File: config.mk
export PLATFORM = sky130hd
export DESIGN_NAME = broadcast_retry_scheduler
export DESIGN_NICKNAME = d
export VERILOG_FILES = /design/src/design/brs_pkg.sv /design/src/design/brs_core.sv /design/src/design/broadcast_retry_scheduler.sv
export VERILOG_INCLUDE_DIRS = /design/src /design/src/design
export SDC_FILE = /design/constraint.sdc
export NUM_CORES = 2
export LEC_CHECK = 0
export ABC_CLOCK_PERIOD_IN_PS = 6500
export BUFFER_PORTS_ARGS = -buffer_cell sky130_fd_sc_hd__buf_2
export CAP_MARGIN = 25
export CORE_MARGIN = 2
export CORE_UTILIZATION = 35
export CTS_BUF_LIST = sky130_fd_sc_hd__clkbuf_8
export CTS_CLUSTER_DIAMETER = 150
export DETAILED_ROUTE_END_ITERATION = 6
export PLACE_DENSITY = 0.59
export SETUP_SLACK_MARGIN = 0.2
export SLEW_MARGIN = 30
export SYNTH_ARGS = -nofsm -noshare
export SYNTH_HDL_FRONTEND = slang
export SYNTH_HIERARCHICAL = 1
export SYNTH_SLANG_ARGS = --single-unit
File: constraint.sdc
create_clock -name clk -period 6.5 [get_ports clk]
set_input_delay 0 -clock clk [delete_from_list [all_inputs] [get_ports clk]]
set_output_delay 0 -clock clk [all_outputs]
set_load 0.03 [all_outputs]
File: src/design/broadcast_retry_scheduler_assert.svh
// assertion macros for the broadcast retry scheduler
`ifndef BROADCAST_RETRY_SCHEDULER_ASSERT_SVH
`define BROADCAST_RETRY_SCHEDULER_ASSERT_SVH

// same-cycle implication, checked out of reset
`define BRS_ASSERT_IMPLY(label, ante, cons, msg) \
	label: assert property (@(posedge clk) disable iff (!arst_n) (ante) |-> (cons)) \
		else $error(msg);

// next-cycle implication, checked out of reset
`define BRS_ASSERT_NEXT(label, ante, cons, msg) \
	label: assert property (@(posedge clk) disable iff (!arst_n) (ante) |=> (cons)) \
		else $error(msg);

`endif

File: src/design/brs_pkg.sv
// types and constants shared by the broadcast retry scheduler
package brs_pkg;

	// item kinds
	localparam logic [1:0] MODE_START   = 2'd0;
	localparam logic [1:0] MODE_STOP    = 2'd1;
	localparam logic [1:0] MODE_SERVICE = 2'd2;

	// sink outcomes
	localparam logic [1:0] SINK_ACCEPTED = 2'd0;
	localparam logic [1:0] SINK_BUSY     = 2'd1;
	localparam logic [1:0] SINK_NO_ROOM  = 2'd2;
	localparam logic [1:0] SINK_ERROR    = 2'd3;

	// dispositions
	localparam logic [2:0] DISP_NONE      = 3'd0;
	localparam logic [2:0] DISP_NOT_DUE   = 3'd1;
	localparam logic [2:0] DISP_DEFERRED  = 3'd2;
	localparam logic [2:0] DISP_SUBMITTED = 3'd3;
	localparam logic [2:0] DISP_FAILED    = 3'd4;

	// error codes
	localparam logic [3:0] ERR_NONE      = 4'd0;
	localparam logic [3:0] ERR_POLICY    = 4'd1;
	localparam logic [3:0] ERR_CLOCK     = 4'd2;
	localparam logic [3:0] ERR_EXHAUSTED = 4'd3;
	localparam logic [3:0] ERR_NO_FIX    = 4'd4;
	localparam logic [3:0] ERR_ENCODE    = 4'd5;
	localparam logic [3:0] ERR_NOT_READY = 4'd6;
	localparam logic [3:0] ERR_FULL      = 4'd7;
	localparam logic [3:0] ERR_SINK_FAIL = 4'd8;

	// configuration register indexes
	localparam int unsigned CFG_INDEX_W = 2;
	localparam logic [CFG_INDEX_W-1:0] REG_CADENCE = 2'd0;
	localparam logic [CFG_INDEX_W-1:0] REG_RETRY   = 2'd1;

	localparam logic [31:0] CADENCE_RESET = 32'd1000;
	localparam logic [31:0] RETRY_RESET   = 32'd250;

	// counter slots
	localparam int unsigned CNT_NUM      = 6;
	localparam int unsigned CNT_SUBMIT   = 0;
	localparam int unsigned CNT_BACKPR   = 1;
	localparam int unsigned CNT_SUPPRESS = 2;
	localparam int unsigned CNT_FAILURE  = 3;
	localparam int unsigned CNT_SERVICE  = 4;
	localparam int unsigned CNT_START    = 5;

	typedef struct packed {
		logic [1:0]  mode;
		logic [63:0] now_time;
		logic        fix_usable;
		logic        encode_ok;
		logic [1:0]  sink_status;
	} brs_in_t;

	typedef struct packed {
		logic [2:0]  disposition;
		logic [3:0]  error_code;
		logic [63:0] next_due;
		logic        is_active;
		logic        clock_fault;
		logic        exhausted;
		logic [31:0] submitted_count;
		logic [31:0] backpressure_count;
		logic [31:0] suppressed_count;
		logic [31:0] failure_count;
		logic [31:0] service_count;
		logic [31:0] start_attempt_count;
	} brs_out_t;

	// scheduler state apart from the counters
	typedef struct packed {
		logic        active;
		logic [63:0] next_attempt;
		logic [63:0] last_time;
		logic        time_seen;
		logic        clock_fault;
		logic        exhausted;
		logic [3:0]  last_err;
	} brs_state_t;

endpackage

File: src/design/brs_core.sv
// next-state and result logic for one item
module brs_core import brs_pkg::*; #(
	parameter int unsigned COUNT_WIDTH = 32
) (
	input  brs_in_t                             item,
	input  brs_state_t                          st,
	input  logic [CNT_NUM-1:0][COUNT_WIDTH-1:0] cnt,
	input  logic [31:0]                         cadence,
	input  logic [31:0]                         retry,
	output brs_state_t                          st_nxt,
	output logic [CNT_NUM-1:0][COUNT_WIDTH-1:0] cnt_nxt,
	output brs_out_t                            res
);

	localparam logic [COUNT_WIDTH:0] CNT_MAX = {1'b0, {COUNT_WIDTH{1'b1}}};

	logic [CNT_NUM-1:0][1:0] inc;
	logic [COUNT_WIDTH:0]    csum [CNT_NUM];
	logic                    policy_bad;
	logic                    regress;
	logic [3:0]              gate_err;
	logic [31:0]             delay;
	logic [64:0]             plan_sum;
	logic [2:0]              disp;
	logic [3:0]              err;
	logic [63:0]             due;
	logic                    submit;

	assign policy_bad = (cadence == 32'd0) || (retry == 32'd0);
	assign regress    = st.time_seen && (item.now_time < st.last_time);
	assign submit     = item.fix_usable && item.encode_ok && (item.sink_status == SINK_ACCEPTED);
	assign delay      = submit ? cadence : retry;
	assign plan_sum   = {1'b0, item.now_time} + {33'd0, delay};

	always_comb begin
		if (policy_bad) begin
			gate_err = ERR_POLICY;
		end else if (st.clock_fault) begin
			gate_err = ERR_CLOCK;
		end else if (st.exhausted) begin
			gate_err = ERR_EXHAUSTED;
		end else if (regress) begin
			gate_err = ERR_CLOCK;
		end else begin
			gate_err = ERR_NONE;
		end
	end

	always_comb begin
		st_nxt = st;
		inc    = '0;
		disp   = DISP_NONE;
		err    = st.last_err;
		due    = st.next_attempt;

		// shared gate for start and service
		if (item.mode == MODE_START || item.mode == MODE_SERVICE) begin
			if (gate_err != ERR_NONE) begin
				st_nxt.last_err = gate_err;
			end
			if (gate_err == ERR_CLOCK && !policy_bad && !st.clock_fault) begin
				st_nxt.active       = 1'b0;
				st_nxt.next_attempt = 64'd0;
				st_nxt.clock_fault  = 1'b1;
				inc[CNT_FAILURE]    = 2'd1;
			end
			if (gate_err == ERR_NONE) begin
				st_nxt.time_seen = 1'b1;
				st_nxt.last_time = item.now_time;
			end
		end

		case (item.mode)
			MODE_START: begin
				inc[CNT_START] = 2'd1;
				if (gate_err == ERR_NONE) begin
					if (!st.active) begin
						st_nxt.active       = 1'b1;
						st_nxt.next_attempt = item.now_time;
					end
					st_nxt.last_err = ERR_NONE;
				end
				err = st_nxt.last_err;
				due = st_nxt.next_attempt;
			end
			MODE_STOP: begin
				st_nxt.active       = 1'b0;
				st_nxt.next_attempt = 64'd0;
				due                 = 64'd0;
			end
			MODE_SERVICE: begin
				inc[CNT_SERVICE] = 2'd1;
				if (gate_err != ERR_NONE) begin
					disp = DISP_FAILED;
					err  = gate_err;
					due  = 64'd0;
				end else if (!st.active) begin
					st_nxt.last_err = ERR_NONE;
					err             = ERR_NONE;
					due             = 64'd0;
				end else if (item.now_time < st.next_attempt) begin
					st_nxt.last_err = ERR_NONE;
					disp            = DISP_NOT_DUE;
					err             = ERR_NONE;
				end else begin
					disp = DISP_DEFERRED;
					if (!item.fix_usable) begin
						inc[CNT_SUPPRESS] = 2'd1;
						err               = ERR_NO_FIX;
					end else if (!item.encode_ok) begin
						inc[CNT_FAILURE] = 2'd1;
						err              = ERR_ENCODE;
					end else begin
						case (item.sink_status)
							SINK_ACCEPTED: begin
								inc[CNT_SUBMIT] = 2'd1;
								err             = ERR_NONE;
								disp            = DISP_SUBMITTED;
							end
							SINK_BUSY: begin
								inc[CNT_BACKPR] = 2'd1;
								err             = ERR_NOT_READY;
							end
							SINK_NO_ROOM: begin
								inc[CNT_BACKPR] = 2'd1;
								err             = ERR_FULL;
							end
							default: begin
								inc[CNT_FAILURE] = 2'd1;
								err              = ERR_SINK_FAIL;
							end
						endcase
					end
					st_nxt.last_err = err;
					// due time past the top of the time range
					if (plan_sum[64]) begin
						st_nxt.active       = 1'b0;
						st_nxt.next_attempt = 64'd0;
						st_nxt.exhausted    = 1'b1;
						inc[CNT_FAILURE]    = inc[CNT_FAILURE] + 2'd1;
					end else begin
						st_nxt.next_attempt = plan_sum[63:0];
					end
					due = st_nxt.next_attempt;
				end
			end
			default: begin
			end
		endcase
	end

	// saturating counters, failure may step by two
	always_comb begin
		for (int i = 0; i < CNT_NUM; i++) begin
			csum[i] = {1'b0, cnt[i]} + {{(COUNT_WIDTH-1){1'b0}}, inc[i]};
			cnt_nxt[i] = (csum[i] > CNT_MAX) ? CNT_MAX[COUNT_WIDTH-1:0]
				: csum[i][COUNT_WIDTH-1:0];
		end
	end

	always_comb begin
		res.disposition         = disp;
		res.error_code          = err;
		res.next_due            = due;
		res.is_active           = st_nxt.active;
		res.clock_fault         = st_nxt.clock_fault;
		res.exhausted           = st_nxt.exhausted;
		res.submitted_count     = 32'(cnt_nxt[CNT_SUBMIT]);
		res.backpressure_count  = 32'(cnt_nxt[CNT_BACKPR]);
		res.suppressed_count    = 32'(cnt_nxt[CNT_SUPPRESS]);
		res.failure_count       = 32'(cnt_nxt[CNT_FAILURE]);
		res.service_count       = 32'(cnt_nxt[CNT_SERVICE]);
		res.start_attempt_count = 32'(cnt_nxt[CNT_START]);
	end

endmodule

File: src/design/broadcast_retry_scheduler.sv
// broadcast retry scheduler top level: input register, state, result register
//
// channel  direction  handshake              word
// in       in         in_valid / in_ready    in_item (brs_in_t)
// out      out        out_valid / out_ready  out_item (brs_out_t)
// cfg      in         cfg_valid / cfg_ready  cfg_index, cfg_data
//
// one item per cycle sustained while out takes its words; an accepted word waits in the input
// register, then state update and result register in one pass
// all scheduler state lives in flops; the 64-bit add and compares set the path
// arst_n clears state and counters and loads cadence 1000 and retry 250
// a stalled out holds its word; in still takes one word into the input register
module broadcast_retry_scheduler import brs_pkg::*; #(
	parameter int unsigned COUNT_WIDTH = 32
) (
	input  logic                   clk,
	input  logic                   arst_n,
	input  logic                   in_valid,
	output logic                   in_ready,
	input  brs_in_t                in_item,
	output logic                   out_valid,
	input  logic                   out_ready,
	output brs_out_t               out_item,
	input  logic                   cfg_valid,
	output logic                   cfg_ready,
	input  logic [CFG_INDEX_W-1:0] cfg_index,
	input  logic [31:0]            cfg_data
);

	// input register
	logic    s1_valid_q;
	brs_in_t item_s1;

	// scheduler state and tallies
	brs_state_t                          st_q;
	brs_state_t                          st_nxt;
	logic [CNT_NUM-1:0][COUNT_WIDTH-1:0] cnt_q;
	logic [CNT_NUM-1:0][COUNT_WIDTH-1:0] cnt_nxt;

	// policy registers
	logic [31:0] cadence_q;
	logic [31:0] retry_q;

	// result register
	logic     out_valid_q;
	brs_out_t out_q;
	brs_out_t res;

	logic advance;

	// the item in the input register moves on when the result slot is free
	assign advance   = s1_valid_q && (!out_valid_q || out_ready);
	assign in_ready  = !s1_valid_q || advance;
	assign out_valid = out_valid_q;
	assign out_item  = out_q;
	assign cfg_ready = 1'b1;

	always_ff @(posedge clk or negedge arst_n) begin
		if (!arst_n) begin
			s1_valid_q <= 1'b0;
		end else if (in_valid && in_ready) begin
			s1_valid_q <= 1'b1;
		end else if (advance) begin
			s1_valid_q <= 1'b0;
		end
	end

	always_ff @(posedge clk) begin
		if (in_valid && in_ready) begin
			item_s1 <= in_item;
		end
	end

	// policy writes; indexes beyond the list are dropped
	always_ff @(posedge clk or negedge arst_n) begin
		if (!arst_n) begin
			cadence_q <= CADENCE_RESET;
			retry_q   <= RETRY_RESET;
		end else if (cfg_valid && cfg_ready) begin
			case (cfg_index)
				REG_CADENCE: cadence_q <= cfg_data;
				REG_RETRY:   retry_q   <= cfg_data;
				default: begin
				end
			endcase
		end
	end

	brs_core #(
		.COUNT_WIDTH(COUNT_WIDTH)
	) u_core (
		.item    (item_s1),
		.st      (st_q),
		.cnt     (cnt_q),
		.cadence (cadence_q),
		.retry   (retry_q),
		.st_nxt  (st_nxt),
		.cnt_nxt (cnt_nxt),
		.res     (res)
	);

	// state commits in the same cycle the result is registered, so the
	// next item always sees the effect of this one
	always_ff @(posedge clk or negedge arst_n) begin
		if (!arst_n) begin
			st_q  <= '0;
			cnt_q <= '0;
		end else if (advance) begin
			st_q  <= st_nxt;
			cnt_q <= cnt_nxt;
		end
	end

	always_ff @(posedge clk or negedge arst_n) begin
		if (!arst_n) begin
			out_valid_q <= 1'b0;
		end else if (advance) begin
			out_valid_q <= 1'b1;
		end else if (out_ready) begin
			out_valid_q <= 1'b0;
		end
	end

	always_ff @(posedge clk) begin
		if (advance) begin
			out_q <= res;
		end
	end

	`include "broadcast_retry_scheduler_assert.svh"

	// a clock fault never clears once latched
	`BRS_ASSERT_NEXT(a_fault_sticky, st_q.clock_fault, st_q.clock_fault, "clock fault latch dropped")
	// an inactive scheduler holds no pending attempt
	`BRS_ASSERT_IMPLY(a_idle_no_due, !st_q.active, st_q.next_attempt == 64'd0, "inactive with due time")
	// a full input register behind a stalled result must block new words
	`BRS_ASSERT_IMPLY(a_stall_blocks, s1_valid_q && out_valid_q && !out_ready, !in_ready, "word taken while stalled")

endmodule

==> run metrics <==
Cell Chain, Critical Path=ha_1, nand4_1, inv_1, a221oi_1, o2111ai_1, o31ai_2, nand2_1, or3_1, nand2_1, ha_1, nand2_1, nand2_1, ha_1, fa_1, and3_1, and3_1, nand2_1, nor2_4, nand3_1, or3_4, buf_6, o21ai_0, mux2_4; CTS clk-pin slew, worst paths=0.06 ns; Overall Power=about 13000 µW; Max clock buf depth=3; CTS H-tree depth=4; Worst path top cell family by delay=simple AND/OR/NAND/NOR gates; via count=29100; CP startpoint kind=register; die width=348 µm; Clock Root Buffer=clkbuf_8; core area=118000 µm²; CTS tree=built; main flop type after synthesis=dfrtp_1; P_leak=~0.022 µW; Seq. cell area=around 20000 µm²; DRC=0; Syn Area/Cell=11.5 µm²; Required @ worst endpoint=7.23 ns; Slew @ Worst Pin=0.983 ns; max_cap viols=0; routability cong.=0.885; Combinational Power Share=22.8%; part of the power in the clock network=34.5%; NetSw=4180 µW; fillcell total=11300; Placement Rows=126; clk_lat worst skew=about 0.85 ns; die area=121000 µm²; Worst path max stage delay=0.51 ns; dpl cells=around 5300; FFs w/ async S/R, synth=a little over half; fin cells=5754; vias in the first global route=approximately 29000; crit-path max FO=22; sequential fraction of the synthesis area=about 48%; multi-input logic area=18200 µm²; drt via density=5.05; Post-Route WL=between 100 and 150 mm; synthesis-to-layout area growth=17.3%; Bufs and invs on worst path=2; gr ovfl total=0; unrepaired setup endpoints after global routing=false; First-pass DRT Iterations=7; Hold/Removal Path Class=input port to register; initial antenna violation count=4; status=finished clean; synth unique cells=81; # port buffers=around 380; Fmax=0.169 GHz; syn nets=3894; Slew Viols, Final=0; Setup TNS=0 ns; Starting DRT DRC Count=1885; Total GRT Usage=18.4%; layout cell share with drive strength beyond 1=26.9%; Most Frequent Cell on Critical Path=nand2_1; Gate Count Post-Synth=3608; # IOs=around 380; first-pass GRT wire length=~170 mm; warnings from Yosys=6; hpwl dp=77.8 mm; total clock sinks=730; Placement Cell Area=43400 µm²; initial core utilization=roughly a third; Final ANT Viol Nets=0; Pint=just over 9000 µW; Slew HR=roughly a third; TritonCTS buffer count=139; EDFF count, synth=336; Routed wire per std cell=19.7 µm; PD cells=approximately 280 nW/µm²; DIE HEIGHT=348 µm; Setup violations, final=0; final instance area=48500 µm²; final core utilization=41.3%; Tcrit/Tclk final=~91%; min Tclk post-route=between 5 and 6 ns; Data arrival, critical path=6.65 ns; count of state elements after synthesis=730; Fin. Hold Viols=0; Worst Setup End Kind=register; WS Path Type=register to register; Nets=between 4000 and 5000; pin count of the biggest net entering global routing=154; Slowest-stage cell, CP=edfxtp_1; sw frac=31.3%; sequential share of power=42.7%; Clock Skew=0.0291 ns; worst vdd ir=0.198 mV; synthesized area=41400 µm²
==> cell usage in the layout, fill, tap and decap left out, types with 14 or more instances in the layout <==
cell type	synthesis	layout
nand2_1	460	460
nand4_1	58	58
xnor2_1	86	86
nor2b_1	19	18
mux2_2	129	129
nand2b_1	33	33
a21oi_1	155	153
dlygate4sd3_1	0	220
o21bai_1	14	14
clkbuf_8	0	156
xor2_1	96	96
o21ai_0	161	160
nand3_1	118	117
edfxtp_1	336	336
and3_1	57	56
nor2_1	132	129
or3_1	16	15
buf_2	18	375
a221o_1	24	24
dfrtp_1	382	382
a31oi_1	30	30
nor4_1	25	24
a21o_1	46	46
and4_1	14	14
ha_1	175	175
nor3_1	23	23
inv_1	176	227
a22oi_1	49	49
buf_4	197	82
mux2_4	302	302
==> synthesized netlist by cell type, types with 5 or more instances <==
master     number  area [µm²]
dfrtp_1       382        9560
o211ai_1       10        75.1
a221oi_1        6        52.6
nand4_1        58         363
or3_1          16         100
mux2_4        302        4530
a221o_1        24         240
o21ai_0       161         806
a31oi_1        30         188
nor3b_1         6        45.0
a211oi_1       11        82.6
o31ai_1         5        37.5
inv_1         176         661
dfstp_2        12         315
buf_2          18        90.1
nor4_1         25         156
xnor2_1        86         753
xor2_1         96         841
mux2_2        129        1450
nor2b_1        19         119
buf_12         33         661
buf_1           7        26.3
nor3_1         23         115
buf_4         197        1480
and2_1         13        81.3
nand2_1       460        1730
a2111oi_0       5        43.8
clkbuf_1       78         293
nor2_1        132         495
nand3b_1        6        45.0
o21bai_1       14         105
a22oi_1        49         368
and4_1         14         123
o2111ai_1       5        43.8
edfxtp_1      336       10100
a21o_1         46         345
a21oi_1       155         776
ha_1          175        2190
mux2i_1         6        60.1
nand3_1       118         591
o21a_1         12        90.1
and3_1         57         357
nand2b_1       33         206
==> kinds of logic (layout without fill, tap and decap cells) <==
family | count (synthesis) | count (layout) | share of synthesized area [%]
muxes | 437 | 437 | 14.6
DFF | 730 | 730 | 48.3
AOI/OAI and AO/OA | 569 | 569 | 8.62
buffers and inverters | 513 | 1119 | 7.85
adders and majority gates | 177 | 177 | 5.39
and+or+nand+nor | 999 | 999 | 11.4
other | 1 | 5 | 0.00907
xor gates and xnor gates | 182 | 182 | 3.85
==> power groups by stage <==
stage / Combinational, µW / Clock, µW / Sequential, µW
after detailed placement: 2920 / 0 / 5780
final: 3050 / 4610 / 5710
after global placement: 2880 / 0 / 5780
after floorplan: 2000 / 0 / 5940
after global routing: 3350 / 5000 / 5770
after CTS: 3050 / 4800 / 5710
==> flip-flops by register name, indices dropped and copies added (netlist names) <==
register,cells
cadence_q,32
cnt_q,192
item_s1,70
out_item,266
out_valid,1
retry_q,32
s1_valid_q,1
st_q,136
==> cell type report <==
type / count / share of cell area, %
timing repair buffer: 688 / 10.1
antenna: 4 / 0.0206
inverter: 177 / 1.37
tap: 1536 / 3.96
sequential: 730 / 41.1
multi-input combinational: 2365 / 37.6
clock inverter: 98 / 1.36
clock buffer: 156 / 4.43
==> per-layer routing <==
| metal | share of wire (%) | vias up | GRT usage, % |
|---|---|---|---|
| met5 | 0 | - | 0 |
| met4 | 2.8 | 0 | 6.92 |
| met3 | 5.9 | 187 | 3.81 |
| met2 | 46 | 845 | 28.8 |
| met1 | 45 | 14300 | 25.2 |
| li1 | - | 13700 | - |
==> timing repair <==
item,CTS,global route
setup buffers,0,3
hold buffers,221,0
resized for setup,2,13
pin swaps,0,0
endpoints found under the hold margin,375,0
endpoints found under the setup margin,22,125
==> worst min-delay path: cells and delay by family <==
kind	cells	cell delay, ns
simple gates	2	0.29
buf+inv	2	0.65
==> final timing paths <==
path                            cells past startpoint         end  slack [ns]   startpoint
worst min-delay path                                4   out_valid        0.13    out_ready
worst max-delay path                               23  cnt_q[116]        0.58  item_s1[49]
worst min register to register                      1   out_valid        0.50   s1_valid_q
worst max register to register                     23  cnt_q[116]        0.58  item_s1[49]
min in group asynchronous                           3  retry_q[6]        0.44       arst_n
max in group asynchronous                           4   st_q[114]        5.19       arst_n
==> through the flow <==
| step | setup WS (ns) | hold WS [ns] |
|---|---|---|
| floorplan | 0.222 | -0.296 |
| global placement | 0.298 | 0.122 |
| detailed placement | 0.0940 | 0.128 |
| CTS | 0.284 | 0.00636 |
| global route | 0.199 | 0.103 |
| finish | 0.580 | 0.125 |
Note: power is estimated with default switching activity, not from simulation.
